$ cat src/rtl/diff_drive_odometry_assert.svh
// Assertion macros shared by the odometry RTL.
// Each macro expects clk and rst_n in the scope where it is used.
`ifndef DIFF_DRIVE_ODOMETRY_ASSERT_SVH
`define DIFF_DRIVE_ODOMETRY_ASSERT_SVH

`define DDO_ASSERT_SAME(lbl, pre, post) \
  lbl: assert property (@(posedge clk) disable iff (!rst_n) (pre) |-> (post)) \
    else $error("ddo: same-cycle property failed");

`define DDO_ASSERT_NEXT(lbl, pre, post) \
  lbl: assert property (@(posedge clk) disable iff (!rst_n) (pre) |=> (post)) \
    else $error("ddo: next-cycle property failed");

`endif

$ cat src/rtl/ddo_pkg.sv
// Package for the differential drive odometry block: word types, register
// codes, fixed-point constants and the CORDIC arctangent table. No dependencies.
package ddo_pkg;

  localparam int FRAC_BITS_DEF    = 16;
  localparam int CORDIC_STEPS_DEF = 16;

  localparam int CFG_IDX_W  = 2;
  localparam int CFG_DATA_W = 16;

  localparam logic [CFG_IDX_W-1:0] CFG_WHEEL_RADIUS = 2'd0;
  localparam logic [CFG_IDX_W-1:0] CFG_HALF_TRACK   = 2'd1;

  localparam logic [CFG_DATA_W-1:0] WHEEL_RADIUS_RST = 16'd1966;
  localparam logic [CFG_DATA_W-1:0] HALF_TRACK_RST   = 16'd6554;

  localparam logic [63:0] Q30_PI      = 64'd3373259426;
  localparam logic [63:0] Q30_HALF_PI = 64'd1686629713;
  localparam logic [63:0] Q30_TWO_PI  = 64'd6746518852;
  localparam logic [63:0] Q30_GAIN    = 64'd652032874;

  localparam int ATAN_DEPTH = 24;
  localparam logic [31:0] ATAN_Q30 [ATAN_DEPTH] = '{
    32'h3243F6A8, 32'h1DAC6705, 32'h0FADBAFC, 32'h07F56EA6, 32'h03FEAB76, 32'h01FFD55B,
    32'h00FFFAAA, 32'h007FFF55, 32'h003FFFEA, 32'h001FFFFD, 32'h000FFFFF, 32'h0007FFFF,
    32'h0003FFFF, 32'h0001FFFF, 32'h0000FFFF, 32'h00007FFF, 32'h00003FFF, 32'h00001FFF,
    32'h00000FFF, 32'h000007FF, 32'h000003FF, 32'h000001FF, 32'h000000FF, 32'h0000007F
  };

  // Shared multiplier and divider geometry.
  localparam int SPLIT     = 17;
  localparam int MUL_A_W   = 42;
  localparam int MUL_B_W   = SPLIT + 1;
  localparam int PROD_W    = MUL_A_W + MUL_B_W;
  localparam int DVD_W     = 48;
  localparam int MOD_STEPS = 32;
  localparam int DTH_STEPS = DVD_W;
  localparam int CNT_W     = 6;

  typedef struct packed {
    logic signed [31:0] left_angle;
    logic signed [31:0] right_angle_raw;
  } in_word_t;

  typedef struct packed {
    logic signed [31:0] pos_x;
    logic signed [31:0] pos_y;
    logic signed [31:0] heading;
  } out_word_t;

  function automatic logic [31:0] from_q30(input logic [63:0] v, input int frac);
    logic [63:0] s;
    s = (v + (64'd1 << (29 - frac))) >> (30 - frac);
    return s[31:0];
  endfunction

endpackage

$ cat src/rtl/diff_drive_odometry.sv
// Differential drive wheel odometry with a CORDIC for sine and cosine.
// A new input word is taken only from idle, once the previous result has been
// posted; each word runs the 32-step heading modulo, the CORDIC loop and the
// 48-step heading divide.
// Reset (synchronous, rst_n low) zeroes pose and previous angles and loads the
// default radius and half track. Depends on ddo_pkg and the assertion header.
`include "diff_drive_odometry_assert.svh"

module diff_drive_odometry
  import ddo_pkg::*;
#(
  parameter int FRAC_BITS    = FRAC_BITS_DEF,
  parameter int CORDIC_STEPS = CORDIC_STEPS_DEF
) (
  input  logic                  clk,
  input  logic                  rst_n,
  input  logic                  cfg_we,
  input  logic [CFG_IDX_W-1:0]  cfg_index,
  input  logic [CFG_DATA_W-1:0] cfg_wdata,
  input  logic                  in_valid,
  output logic                  in_ready,
  input  in_word_t              in_data,
  output logic                  out_valid,
  input  logic                  out_ready,
  output out_word_t             out_data
);

  localparam int ACC_W = FRAC_BITS + 33;
  localparam int IW    = $clog2(ATAN_DEPTH);
  localparam logic [IW-1:0] CORDIC_LAST = IW'(CORDIC_STEPS - 1);

  localparam logic [31:0]        TPI_FX     = from_q30(Q30_TWO_PI, FRAC_BITS);
  localparam logic signed [31:0] PI_FX      = signed'(from_q30(Q30_PI, FRAC_BITS));
  localparam logic signed [31:0] HPI_FX     = signed'(from_q30(Q30_HALF_PI, FRAC_BITS));
  localparam logic signed [31:0] NEG_HPI_FX = -HPI_FX;
  localparam logic signed [31:0] GAIN_FX    = signed'(from_q30(Q30_GAIN, FRAC_BITS));

  typedef enum logic [3:0] {
    S_IDLE, S_MOD, S_RED1, S_RED2, S_FOLD, S_CORDIC, S_MUL_TH, S_MUL_T,
    S_DTH, S_MC0, S_MC1, S_MS0, S_MS1, S_DY, S_OUT
  } state_t;

  state_t                     state_r;
  logic                       out_valid_r;
  logic [CFG_DATA_W-1:0]      radius_r;
  logic [CFG_DATA_W-1:0]      htrack_r;
  logic [31:0]                prev_l_r;
  logic [31:0]                prev_rt_r;
  logic [31:0]                acc_x_r;
  logic [31:0]                acc_y_r;
  logic [31:0]                acc_h_r;
  logic [31:0]                dl_r;
  logic [31:0]                dr_r;
  logic signed [32:0]         sum_r;
  logic signed [32:0]         diff_r;
  logic                       h_neg_r;
  logic [DVD_W-1:0]           dvd_r;
  logic [31:0]                rem_r;
  logic [31:0]                quo_r;
  logic [31:0]                dvs_r;
  logic [CNT_W-1:0]           cnt_r;
  logic signed [31:0]         ang_r;
  logic signed [31:0]         x_r;
  logic signed [31:0]         y_r;
  logic [IW-1:0]              i_r;
  logic                       neg_r;
  logic signed [31:0]         cs_r;
  logic signed [31:0]         sn_r;
  logic signed [PROD_W-1:0]   prod_r;
  logic signed [MUL_A_W-1:0]  t_r;
  logic                       p_neg_r;
  logic [ACC_W-1:0]           dsum_r;
  logic [31:0]                dx_r;
  logic [31:0]                dy_r;
  logic [31:0]                dth_r;

  logic [32:0]                trial;
  logic [32:0]                trial_sub;
  logic                       fits;
  logic [31:0]                rem_nxt;
  logic [31:0]                quo_nxt;
  logic signed [31:0]         atan_v;
  logic signed [31:0]         x_sh;
  logic signed [31:0]         y_sh;
  logic signed [31:0]         x_nxt;
  logic signed [31:0]         y_nxt;
  logic signed [31:0]         ang_nxt;
  logic signed [MUL_A_W-1:0]  mul_a;
  logic signed [MUL_B_W-1:0]  mul_b;
  logic signed [PROD_W-1:0]   mul_p;
  logic signed [PROD_W-1:0]   t_full;
  logic [PROD_W-1:0]          pmag;
  logic [31:0]                hmag;
  logic [31:0]                cur_rt;
  logic [ACC_W-1:0]           hi_sum;
  logic signed [31:0]         cs_sh;
  logic signed [31:0]         sn_sh;
  logic [CFG_DATA_W:0]        dvs_dth;
  logic                       post;

  // Restoring divide step, shared by the heading modulo and the heading rate.
  always_comb begin
    trial     = {rem_r, dvd_r[DVD_W-1]};
    trial_sub = trial - {1'b0, dvs_r};
    fits      = trial >= {1'b0, dvs_r};
    rem_nxt   = fits ? trial_sub[31:0] : trial[31:0];
    quo_nxt   = {quo_r[30:0], fits};
  end

  // One CORDIC rotation per cycle.
  always_comb begin
    atan_v = signed'(from_q30({32'd0, ATAN_Q30[i_r]}, FRAC_BITS));
    x_sh   = x_r >>> i_r;
    y_sh   = y_r >>> i_r;
    if (!ang_r[31]) begin
      x_nxt   = x_r - y_sh;
      y_nxt   = y_r + x_sh;
      ang_nxt = ang_r - atan_v;
    end else begin
      x_nxt   = x_r + y_sh;
      y_nxt   = y_r - x_sh;
      ang_nxt = ang_r + atan_v;
    end
  end

  // Shared multiplier operand selection.
  always_comb begin
    cs_sh = cs_r >>> SPLIT;
    sn_sh = sn_r >>> SPLIT;
    unique case (state_r)
      S_MUL_TH: begin
        mul_a = {{(MUL_A_W-33){diff_r[32]}}, diff_r};
        mul_b = {{(MUL_B_W-CFG_DATA_W){1'b0}}, radius_r};
      end
      S_MUL_T: begin
        mul_a = {{(MUL_A_W-33){sum_r[32]}}, sum_r};
        mul_b = {{(MUL_B_W-CFG_DATA_W){1'b0}}, radius_r};
      end
      S_MC0: begin
        mul_a = t_r;
        mul_b = {1'b0, cs_r[SPLIT-1:0]};
      end
      S_MC1: begin
        mul_a = t_r;
        mul_b = cs_sh[MUL_B_W-1:0];
      end
      S_MS0: begin
        mul_a = t_r;
        mul_b = {1'b0, sn_r[SPLIT-1:0]};
      end
      S_MS1: begin
        mul_a = t_r;
        mul_b = sn_sh[MUL_B_W-1:0];
      end
      default: begin
        mul_a = t_r;
        mul_b = '0;
      end
    endcase
  end

  assign mul_p   = mul_a * mul_b;
  assign t_full  = mul_p >>> FRAC_BITS;
  assign pmag    = prod_r[PROD_W-1] ? (PROD_W'(0) - prod_r) : prod_r;
  assign hmag    = acc_h_r[31] ? (32'd0 - acc_h_r) : acc_h_r;
  assign cur_rt  = 32'd0 - in_data.right_angle_raw;
  assign hi_sum  = dsum_r + {prod_r[ACC_W-1-SPLIT:0], {SPLIT{1'b0}}};
  assign dvs_dth = {(htrack_r == '0) ? CFG_DATA_W'(1) : htrack_r, 1'b0};
  assign post    = (state_r == S_OUT) && (!out_valid_r || out_ready);

  always_ff @(posedge clk) begin
    if (!rst_n) begin
      state_r     <= S_IDLE;
      out_valid_r <= 1'b0;
      radius_r    <= WHEEL_RADIUS_RST;
      htrack_r    <= HALF_TRACK_RST;
      prev_l_r    <= '0;
      prev_rt_r   <= '0;
      acc_x_r     <= '0;
      acc_y_r     <= '0;
      acc_h_r     <= '0;
    end else begin
      if (cfg_we) begin
        unique case (cfg_index)
          CFG_WHEEL_RADIUS: radius_r <= cfg_wdata;
          CFG_HALF_TRACK:   htrack_r <= cfg_wdata;
          default: ;
        endcase
      end

      if (out_valid_r && out_ready && !post) begin
        out_valid_r <= 1'b0;
      end

      unique case (state_r)
        S_IDLE: begin
          if (in_valid) begin
            dl_r      <= in_data.left_angle - prev_l_r;
            dr_r      <= cur_rt - prev_rt_r;
            prev_l_r  <= in_data.left_angle;
            prev_rt_r <= cur_rt;
            h_neg_r   <= acc_h_r[31];
            dvd_r     <= {hmag, {(DVD_W-32){1'b0}}};
            dvs_r     <= TPI_FX;
            rem_r     <= '0;
            cnt_r     <= CNT_W'(MOD_STEPS);
            state_r   <= S_MOD;
          end
        end
        S_MOD, S_DTH: begin
          dvd_r <= dvd_r << 1;
          rem_r <= rem_nxt;
          quo_r <= quo_nxt;
          cnt_r <= cnt_r - CNT_W'(1);
          if (cnt_r == CNT_W'(1)) begin
            state_r <= (state_r == S_MOD) ? S_RED1 : S_MC0;
          end
        end
        S_RED1: begin
          sum_r   <= {dr_r[31], dr_r} + {dl_r[31], dl_r};
          diff_r  <= {dr_r[31], dr_r} - {dl_r[31], dl_r};
          ang_r   <= (h_neg_r && rem_r != '0) ? signed'(TPI_FX - rem_r) : signed'(rem_r);
          state_r <= S_RED2;
        end
        S_RED2: begin
          if (ang_r > PI_FX) begin
            ang_r <= ang_r - signed'(TPI_FX);
          end
          state_r <= S_FOLD;
        end
        S_FOLD: begin
          if (ang_r > HPI_FX) begin
            ang_r <= ang_r - PI_FX;
            neg_r <= 1'b1;
          end else if (ang_r < NEG_HPI_FX) begin
            ang_r <= ang_r + PI_FX;
            neg_r <= 1'b1;
          end else begin
            neg_r <= 1'b0;
          end
          x_r     <= GAIN_FX;
          y_r     <= '0;
          i_r     <= '0;
          state_r <= S_CORDIC;
        end
        S_CORDIC: begin
          x_r   <= x_nxt;
          y_r   <= y_nxt;
          ang_r <= ang_nxt;
          i_r   <= i_r + IW'(1);
          if (i_r == CORDIC_LAST) begin
            state_r <= S_MUL_TH;
          end
        end
        S_MUL_TH: begin
          cs_r    <= neg_r ? -x_r : x_r;
          sn_r    <= neg_r ? -y_r : y_r;
          prod_r  <= mul_p;
          state_r <= S_MUL_T;
        end
        S_MUL_T: begin
          t_r     <= t_full[MUL_A_W-1:0];
          p_neg_r <= prod_r[PROD_W-1];
          dvd_r   <= pmag[DVD_W-1:0];
          dvs_r   <= {{(32-CFG_DATA_W-1){1'b0}}, dvs_dth};
          rem_r   <= '0;
          cnt_r   <= CNT_W'(DTH_STEPS);
          state_r <= S_DTH;
        end
        S_MC0: begin
          dth_r   <= p_neg_r ? (32'd0 - quo_r) : quo_r;
          prod_r  <= mul_p;
          state_r <= S_MC1;
        end
        S_MC1: begin
          dsum_r  <= prod_r[ACC_W-1:0];
          prod_r  <= mul_p;
          state_r <= S_MS0;
        end
        S_MS0: begin
          dx_r    <= hi_sum[FRAC_BITS+32:FRAC_BITS+1];
          prod_r  <= mul_p;
          state_r <= S_MS1;
        end
        S_MS1: begin
          dsum_r  <= prod_r[ACC_W-1:0];
          prod_r  <= mul_p;
          state_r <= S_DY;
        end
        S_DY: begin
          dy_r    <= hi_sum[FRAC_BITS+32:FRAC_BITS+1];
          state_r <= S_OUT;
        end
        S_OUT: begin
          if (post) begin
            acc_x_r     <= acc_x_r + dx_r;
            acc_y_r     <= acc_y_r + dy_r;
            acc_h_r     <= acc_h_r + dth_r;
            out_valid_r <= 1'b1;
            state_r     <= S_IDLE;
          end
        end
        default: state_r <= S_IDLE;
      endcase
    end
  end

  assign in_ready         = (state_r == S_IDLE);
  assign out_valid        = out_valid_r;
  assign out_data.pos_x   = signed'(acc_x_r);
  assign out_data.pos_y   = signed'(acc_y_r);
  assign out_data.heading = signed'(acc_h_r);

  `DDO_ASSERT_NEXT(a_busy_after_accept, in_valid && in_ready, !in_ready)
  `DDO_ASSERT_NEXT(a_pose_only_on_post, state_r != S_OUT, $stable(acc_x_r) && $stable(acc_y_r) && $stable(acc_h_r))
  `DDO_ASSERT_SAME(a_rem_below_divisor, state_r == S_MOD || state_r == S_DTH, rem_r < dvs_r)
  `DDO_ASSERT_SAME(a_cordic_count, state_r == S_CORDIC, i_r <= CORDIC_LAST)

endmodule
$ cat config.mk
export PLATFORM = sky130hd
export DESIGN_NAME = diff_drive_odometry
export DESIGN_NICKNAME = d
export VERILOG_FILES = /design/src/rtl/ddo_pkg.sv /design/src/rtl/diff_drive_odometry.sv
export VERILOG_INCLUDE_DIRS = /design/src /design/src/rtl
export SDC_FILE = /design/constraint.sdc
export NUM_CORES = 2
export LEC_CHECK = 0
export BUFFER_PORTS_ARGS = -buffer_cell sky130_fd_sc_hd__buf_2
export CELL_PAD_IN_SITES_DETAIL_PLACEMENT = 2
export CELL_PAD_IN_SITES_GLOBAL_PLACEMENT = 2
export CORE_UTILIZATION = 42
export CTS_CLUSTER_DIAMETER = 200
export DETAILED_ROUTE_END_ITERATION = 10
export PLACE_DENSITY_LB_ADDON = 0.1
export SLEW_MARGIN = 20
export SYNTH_ARGS = -nofsm -noshare
export SYNTH_HDL_FRONTEND = slang
export SYNTH_SLANG_ARGS = --single-unit
$ cat constraint.sdc
create_clock -name clk -period 9.25 [get_ports clk]
set_input_delay 0.925 -clock clk [delete_from_list [all_inputs] [get_ports clk]]
set_output_delay 0.925 -clock clk [all_outputs]
set_load 0.01 [all_outputs]
Yosys cells after proc, flatten, opt, wreduce, memory -nomap -nowiden
Memory sizes are Yosys's and may differ from the RTL's.
Cells that the tools add are included.
{"block": "word_totals", "register_bits": 892, "rom_bits": 1024, "input_bits": 87, "out_inout_bits": 98, "word_cells": 173, "mem_count": 1}
{"block": "classes", "n_addsub": 28, "mul": 1, "n_lt_le_gt_ge": 5, "eq_ne": 23, "shift": 2, "mux": 40, "bitwise": 1, "n_reduce_logical": 39}
{"name": "(name not given)", "depth": 32, "width": 32, "read_ports": 1, "rd_ports_with_merged_regs": 0, "wr": 0, "line": "diff_drive_odometry.sv:112", "rtl": "atan_v = signed'(from_q30({32'd0, ATAN_Q30[i_r]}, FRAC_BITS));"}
{"operator": "32-bit 2-to-1 mux", "count": 16}
{"operator": "32-bit one-hot mux with 2 select lines", "count": 3}
{"operator": "32-bit adder", "count": 5}
{"operator": "32-bit subtractor", "count": 5}
{"operator": "48-bit one-hot mux with 3 select lines", "count": 1}
{"operator": "32-bit one-hot mux with 4 select lines", "count": 1}
{"operator": "48-bit 2-to-1 mux", "count": 2}
{"operator": "32-bit one-hot mux with 3 select lines", "count": 1}
{"operator": "1-bit by 32-bit subtractor with 32-bit output (first input constant)", "count": 3}
{"operator": "18-bit one-hot mux with 5 select lines", "count": 1}
{"operator": "42-bit one-hot mux with 2 select lines", "count": 1}
{"operator": "32-bit negator", "count": 2}
{"operator": "32-bit by 5-bit >>> shifter with 32-bit output", "count": 2}
{"operator": "42-bit by 18-bit multiplier with 60-bit output", "count": 1}
{"operator": "4-bit one-hot mux with 14 select lines", "count": 1}
{"operator": "49-bit adder", "count": 1}
{"operator": "1-bit by 48-bit subtractor with 48-bit output (first input constant)", "count": 1}
{"operator": "32-bit by 14-bit adder with 33-bit output (second input constant)", "count": 1}
{"operator": "32-bit by 32-bit adder with 33-bit output", "count": 1}
{"operator": "33-bit by 32-bit >= comparator with 1-bit output", "count": 1}
{"operator": "32-bit by 32-bit subtractor with 33-bit output", "count": 1}
{"operator": "32-bit by 19-bit adder with 32-bit output (second input constant)", "count": 1}
{"operator": "32-bit by 20-bit adder with 32-bit output", "count": 1}
{"operator": "32-bit by 18-bit > comparator with 1-bit output (second input constant)", "count": 1}
{"operator": "40 further kinds", "count": 85}

Longest topological paths before layout
{"block": "depth", "ltp_word": 8, "mapped_depth": 33, "depth_no_buf": 29}

Least setup slack after synthesis
OpenSTA, ideal clock, no wires.
{"block": "synth_timing", "path_kind": "reg2reg", "start": "register state_r[1]", "end": "register t_r[40], data pin", "setup_time_ps": 261, "t_arrival_ps": 7941, "t_required_ps": 8989, "path_slack_ps": 1048, "stages_incl_launch_ff": 29, "n_path_buf": 4, "synth_period_minus_slack_ps": 8202, "path_cell_list": "dfxtp_1 > clkbuf_1 > nand2_1 > nor3_1 > clkbuf_1 > a22oi_1 > nand4_1 > clkbuf_1 > clkbuf_1 > nand2_1 > fa_1 > fa_1 > fa_1 > inv_1 > fa_1 > fa_1 > inv_1 > fa_1 > inv_1 > ha_1 > a21oi_1 > o21ai_0 > a21o_1 > a221o_1 > or3b_2 > o21ai_0 > o21ai_0 > o31a_1 > a311o_1"}
{"block": "synth_via", "elab_chain_len": 4, "word_cells_on_any_way": 10, "classes_between": "mul (1); eq/ne (6); mux (2); reduce/logical (1)"}
{"element": "start: declaration", "line": "diff_drive_odometry.sv:43", "rtl": "state_t state_r;"}
{"element": "start signal: assignment", "line": "diff_drive_odometry.sv:216", "rtl": "state_r <= (state_r == S_MOD) ? S_RED1 : S_MC0;"}
{"element": "4-bit by 3-bit equality test with 1-bit output", "line": "diff_drive_odometry.sv:130", "rtl": "unique case (state_r)"}
{"element": "2-bit OR reduction (no line)"}
{"element": "18-bit one-hot mux with 5 select lines", "line": "diff_drive_odometry.sv:130"}
{"element": "42-bit by 18-bit multiplier with 60-bit output (*)", "line": "diff_drive_odometry.sv:162", "rtl": "assign mul_p = mul_a * mul_b;"}
{"element": "named net mul_p[56]", "line": "diff_drive_odometry.sv:90", "rtl": "logic signed [PROD_W-1:0] mul_p;"}
{"element": "end signal: assignment", "line": "diff_drive_odometry.sv:262", "rtl": "t_r <= t_full[MUL_A_W-1:0];"}
{"element": "end: declaration", "line": "diff_drive_odometry.sv:70", "rtl": "logic signed [MUL_A_W-1:0] t_r;"}
Mark *: on every way through the listed nets, which the timed path passes. The rest lies on a longest branch.
A chain may end at the register's enable or synchronous reset.

Worst setup path after layout
{"block": "layout_timing", "start": "register state_r[1]", "end": "register prod_r[48], data pin"}
{"block": "layout_via", "elab_chain_len": 4, "word_cells_on_any_way": 10, "classes_between": "mul (1); eq/ne (6); mux (2); reduce/logical (1)"}
{"element": "4-bit by 3-bit equality test with 1-bit output", "line": "diff_drive_odometry.sv:130"}
{"element": "2-bit OR reduction (no line)"}
{"element": "18-bit one-hot mux with 5 select lines", "line": "diff_drive_odometry.sv:130"}
{"element": "42-bit by 18-bit multiplier with 60-bit output (*)", "line": "diff_drive_odometry.sv:162"}
{"element": "named net mul_p[48]", "line": "diff_drive_odometry.sv:90"}
{"element": "end signal: assignment", "line": "diff_drive_odometry.sv:258", "rtl": "prod_r <= mul_p;"}
{"element": "end signal: assignment", "line": "diff_drive_odometry.sv:272", "rtl": "prod_r <= mul_p;"}
{"element": "end signal: assignment", "line": "diff_drive_odometry.sv:277", "rtl": "prod_r <= mul_p;"}
{"element": "end: declaration", "line": "diff_drive_odometry.sv:69", "rtl": "logic signed [PROD_W-1:0] prod_r;"}
Marked as above.

==> flow_metrics.env <==
export IMPL_status="finished, final reports clean"
export IMPL_netlist_area_sq_mm=0.0848
export IMPL_drv_cap=0
export IMPL_worst_slew_pin_slew_ns=1.11
export IMPL_fp_dieW_um=451
export IMPL_cts_root_buf="clkbuf_16"
export IMPL_grt_overflow_total=0
export IMPL_cpPeakStageDelay_ns=0.84
export IMPL_ctsHoldBuffers=0
export IMPL_clk_latency_ns=0.82
export IMPL_powerDensity_mw_per_mm2=134
export IMPL_ys_ff_latch=849
export IMPL_start_kind="flop"
export IMPL_synth_edff_count=652
export IMPL_drtIter0Drc=4754
export IMPL_wl_per_cell_um=27.4
export IMPL_max_freq_mhz=110
export IMPL_busiest_layer="met2"
export IMPL_yosys_cell_count_top_type="nand2_1"
export IMPL_ys_types=90
export IMPL_cts_htree_levels=3
export IMPL_tritoncts_num_buffers=107
export IMPL_antenna_found_initial=15
export IMPL_synth_area_top_cells="edfxtp_1, fa_1, ha_1"
export IMPL_grt_total_usage_pct=32.4
export IMPL_clock_sinks=849
export IMPL_area_growth_pct=10.3
export IMPL_synth_top_area_share_pct=23.1
export IMPL_gr_usage_met2_pct=54.7
export IMPL_io_buffers=184
export IMPL_cp_arrival_ns=9.59
export IMPL_start_util_pct=42.4
export IMPL_wl_um=335000
export IMPL_postRouteAntennaNets=0
export IMPL_fp_dieArea_sq_mm=0.204
export IMPL_instances_no_fill=12214
export IMPL_clk_pin_slew_ns=0.07
export IMPL_finalMaxSlewViolations=0
export IMPL_core_sq_mm=0.200
export IMPL_whs_ns=0.382
export IMPL_synth_nets=10709
export IMPL_synth_cells=9371
export IMPL_drtPass1Iterations=6
export IMPL_crit_path_end_kind="flop"
export IMPL_grt_pass1_vias=80611
export IMPL_grt_pass1_wl_um=507000
export IMPL_ir_drop_mv=0.156
export IMPL_avgSynthCellArea_sq_um=9.05
export IMPL_grt_use_met3_pct=3.88
export IMPL_crit_path_max_fanout=65
export IMPL_die_height_um=451
export IMPL_synthArstFlopShare_pct=0
export IMPL_synth_main_ff_cell="edfxtp_1"
export IMPL_row_count=164
export IMPL_grt_max_degree=87
export IMPL_tns_ns=0
export IMPL_cts_tree="done"
export IMPL_cpMostUsedCell="buf_4"
export IMPL_leakage_uw=0.0396
export IMPL_fin_skew_ns=0.0860
export IMPL_place_inst=12005
export IMPL_worst_hold_path_type="input pin to flop"
export IMPL_finalHoldViolCount=0
export IMPL_crit_type="flop to flop"
export IMPL_synth_commonest_cells="nand2_1, inv_1, nor2_1"
export IMPL_cp_required_ns=9.78
export IMPL_post_route_period_util_pct=97.9
export IMPL_clockBufferDepth=3
export IMPL_seq_area_frac_synth_pct=27.7
export IMPL_drt_vias_per_instance=5.95
export IMPL_finalWeightedCongestion=0.954
export IMPL_nets=10798
export IMPL_via_count=72624
export IMPL_met1_usage_pct=42.2
export IMPL_io_pins=185
export IMPL_finalSetupViolCount=0
export IMPL_relSlewSlack_pct=25.9
export IMPL_yosysWarnings=0
export IMPL_drcViolationCount=0
export IMPL_drive_above_1_share_pct=8.64
export IMPL_yosys_area_top_type="edfxtp_1"
export IMPL_slowest_stage="a31oi_1"
export IMPL_final_util_pct=46.7
export IMPL_rsz0062_at_grt="false"
export IMPL_fin_crit_ns=9.06
export IMPL_dp_hpwl_um=264000
## stage by stage
step / area, sq um / total power (uW) / worst slack, ns
global route: 93600 / 13000 / 0.00301
detailed placement: 89500 / 7850 / -0.350
floorplan: 84800 / 6820 / 1.05
CTS: 93400 / 12600 / 0.120
global placement: 89500 / 7660 / -0.110
finish: 93600 / 12500 / 0.190
## flip-flops by register name, indices dropped and copies added (netlist names), 33 cells and up
register / count
t_r: 42
prod_r: 50
sum_r: 33
dvd_r: 48
## cells in the final DEF (no fill, tap or decap), types with 134 or more instances in the layout
cell,count
nand2_1,1219
inv_1,1099
nor2_1,800
fa_1,725
edfxtp_1,652
a21oi_1,577
ha_1,524
xnor2_1,451
o21ai_0,375
xor2_1,255
buf_4,205
dfxtp_1,195
buf_2,184
a21o_1,181
nand3_1,134
## worst max-delay path, delay by kind of cell, from the launching register on
kind / cells / cell delay [ns]
adders and majority gates: 7 / 2.85
AOI/OAI and AO/OA: 6 / 1.84
buffers and inverters: 11 / 1.81
and+or+nand+nor: 6 / 1.22
xor gates and xnor gates: 1 / 0.37
DFF: 1 / 0.35
muxes: 1 / 0.12
## per-layer routing
metal,vias up,part of all wire [%]
li1,32148,-
met3,567,4.9
met5,-,0.034
met1,38030,43
met4,14,4.3
met2,1865,48
## report_power, final
part	internal, uW	total (uW)	switching [uW]	leakage [uW]
sequential	4530	4800	268	0.00759
combinational	1080	3030	1950	0.0301
clock	2750	4680	1930	0.00188
## area by class of cell
class | count | area (sq um)
flip-flops and latches | 849 | 23500
inverters | 1105 | 4150
diodes | 5 | 12.5
repair buffers | 409 | 2850
clock inverters | 70 | 971
fillers | 21677 | 107000
multi-input cells | 6988 | 55800
clock buffers | 132 | 2930
well taps | 2656 | 3320
## worst paths after layout
path | cells past startpoint | slack, ns | end | from
setup reg to reg | 32 | 0.19 | prod_r[48] | state_r[1]
setup / recovery | 32 | 0.19 | prod_r[48] | state_r[1]
hold reg to reg | 2 | 0.46 | prev_l_r[30] | prev_l_r[30]
hold / removal | 3 | 0.38 | htrack_r[4] | cfg_wdata[4]
## what timing repair did
| item | CTS | global route |
|---|---|---|
| endpoints found under the setup margin | 7 | 5 |
| buffers inserted | 1 | 0 |
| resized for setup | 5 | 18 |
| pin swaps | 1 | 0 |
## cells by family (layout without fill, tap and decap cells)
family                     after synthesis  in the layout  share of synthesized area (%)
adders and majority gates             1251           1251                           24.9
other                                    0              5                              0
AOI/OAI and AO/OA                     1920           1920                           14.7
DFF                                    849            849                           27.7
buffers and inverters                 1534           1716                           6.83
muxes                                  162            162                           2.90
xor gates and xnor gates               706            706                           7.29
and+or+nand+nor                       2949           2949                           15.7
Power figures use the tool's default switching activity.
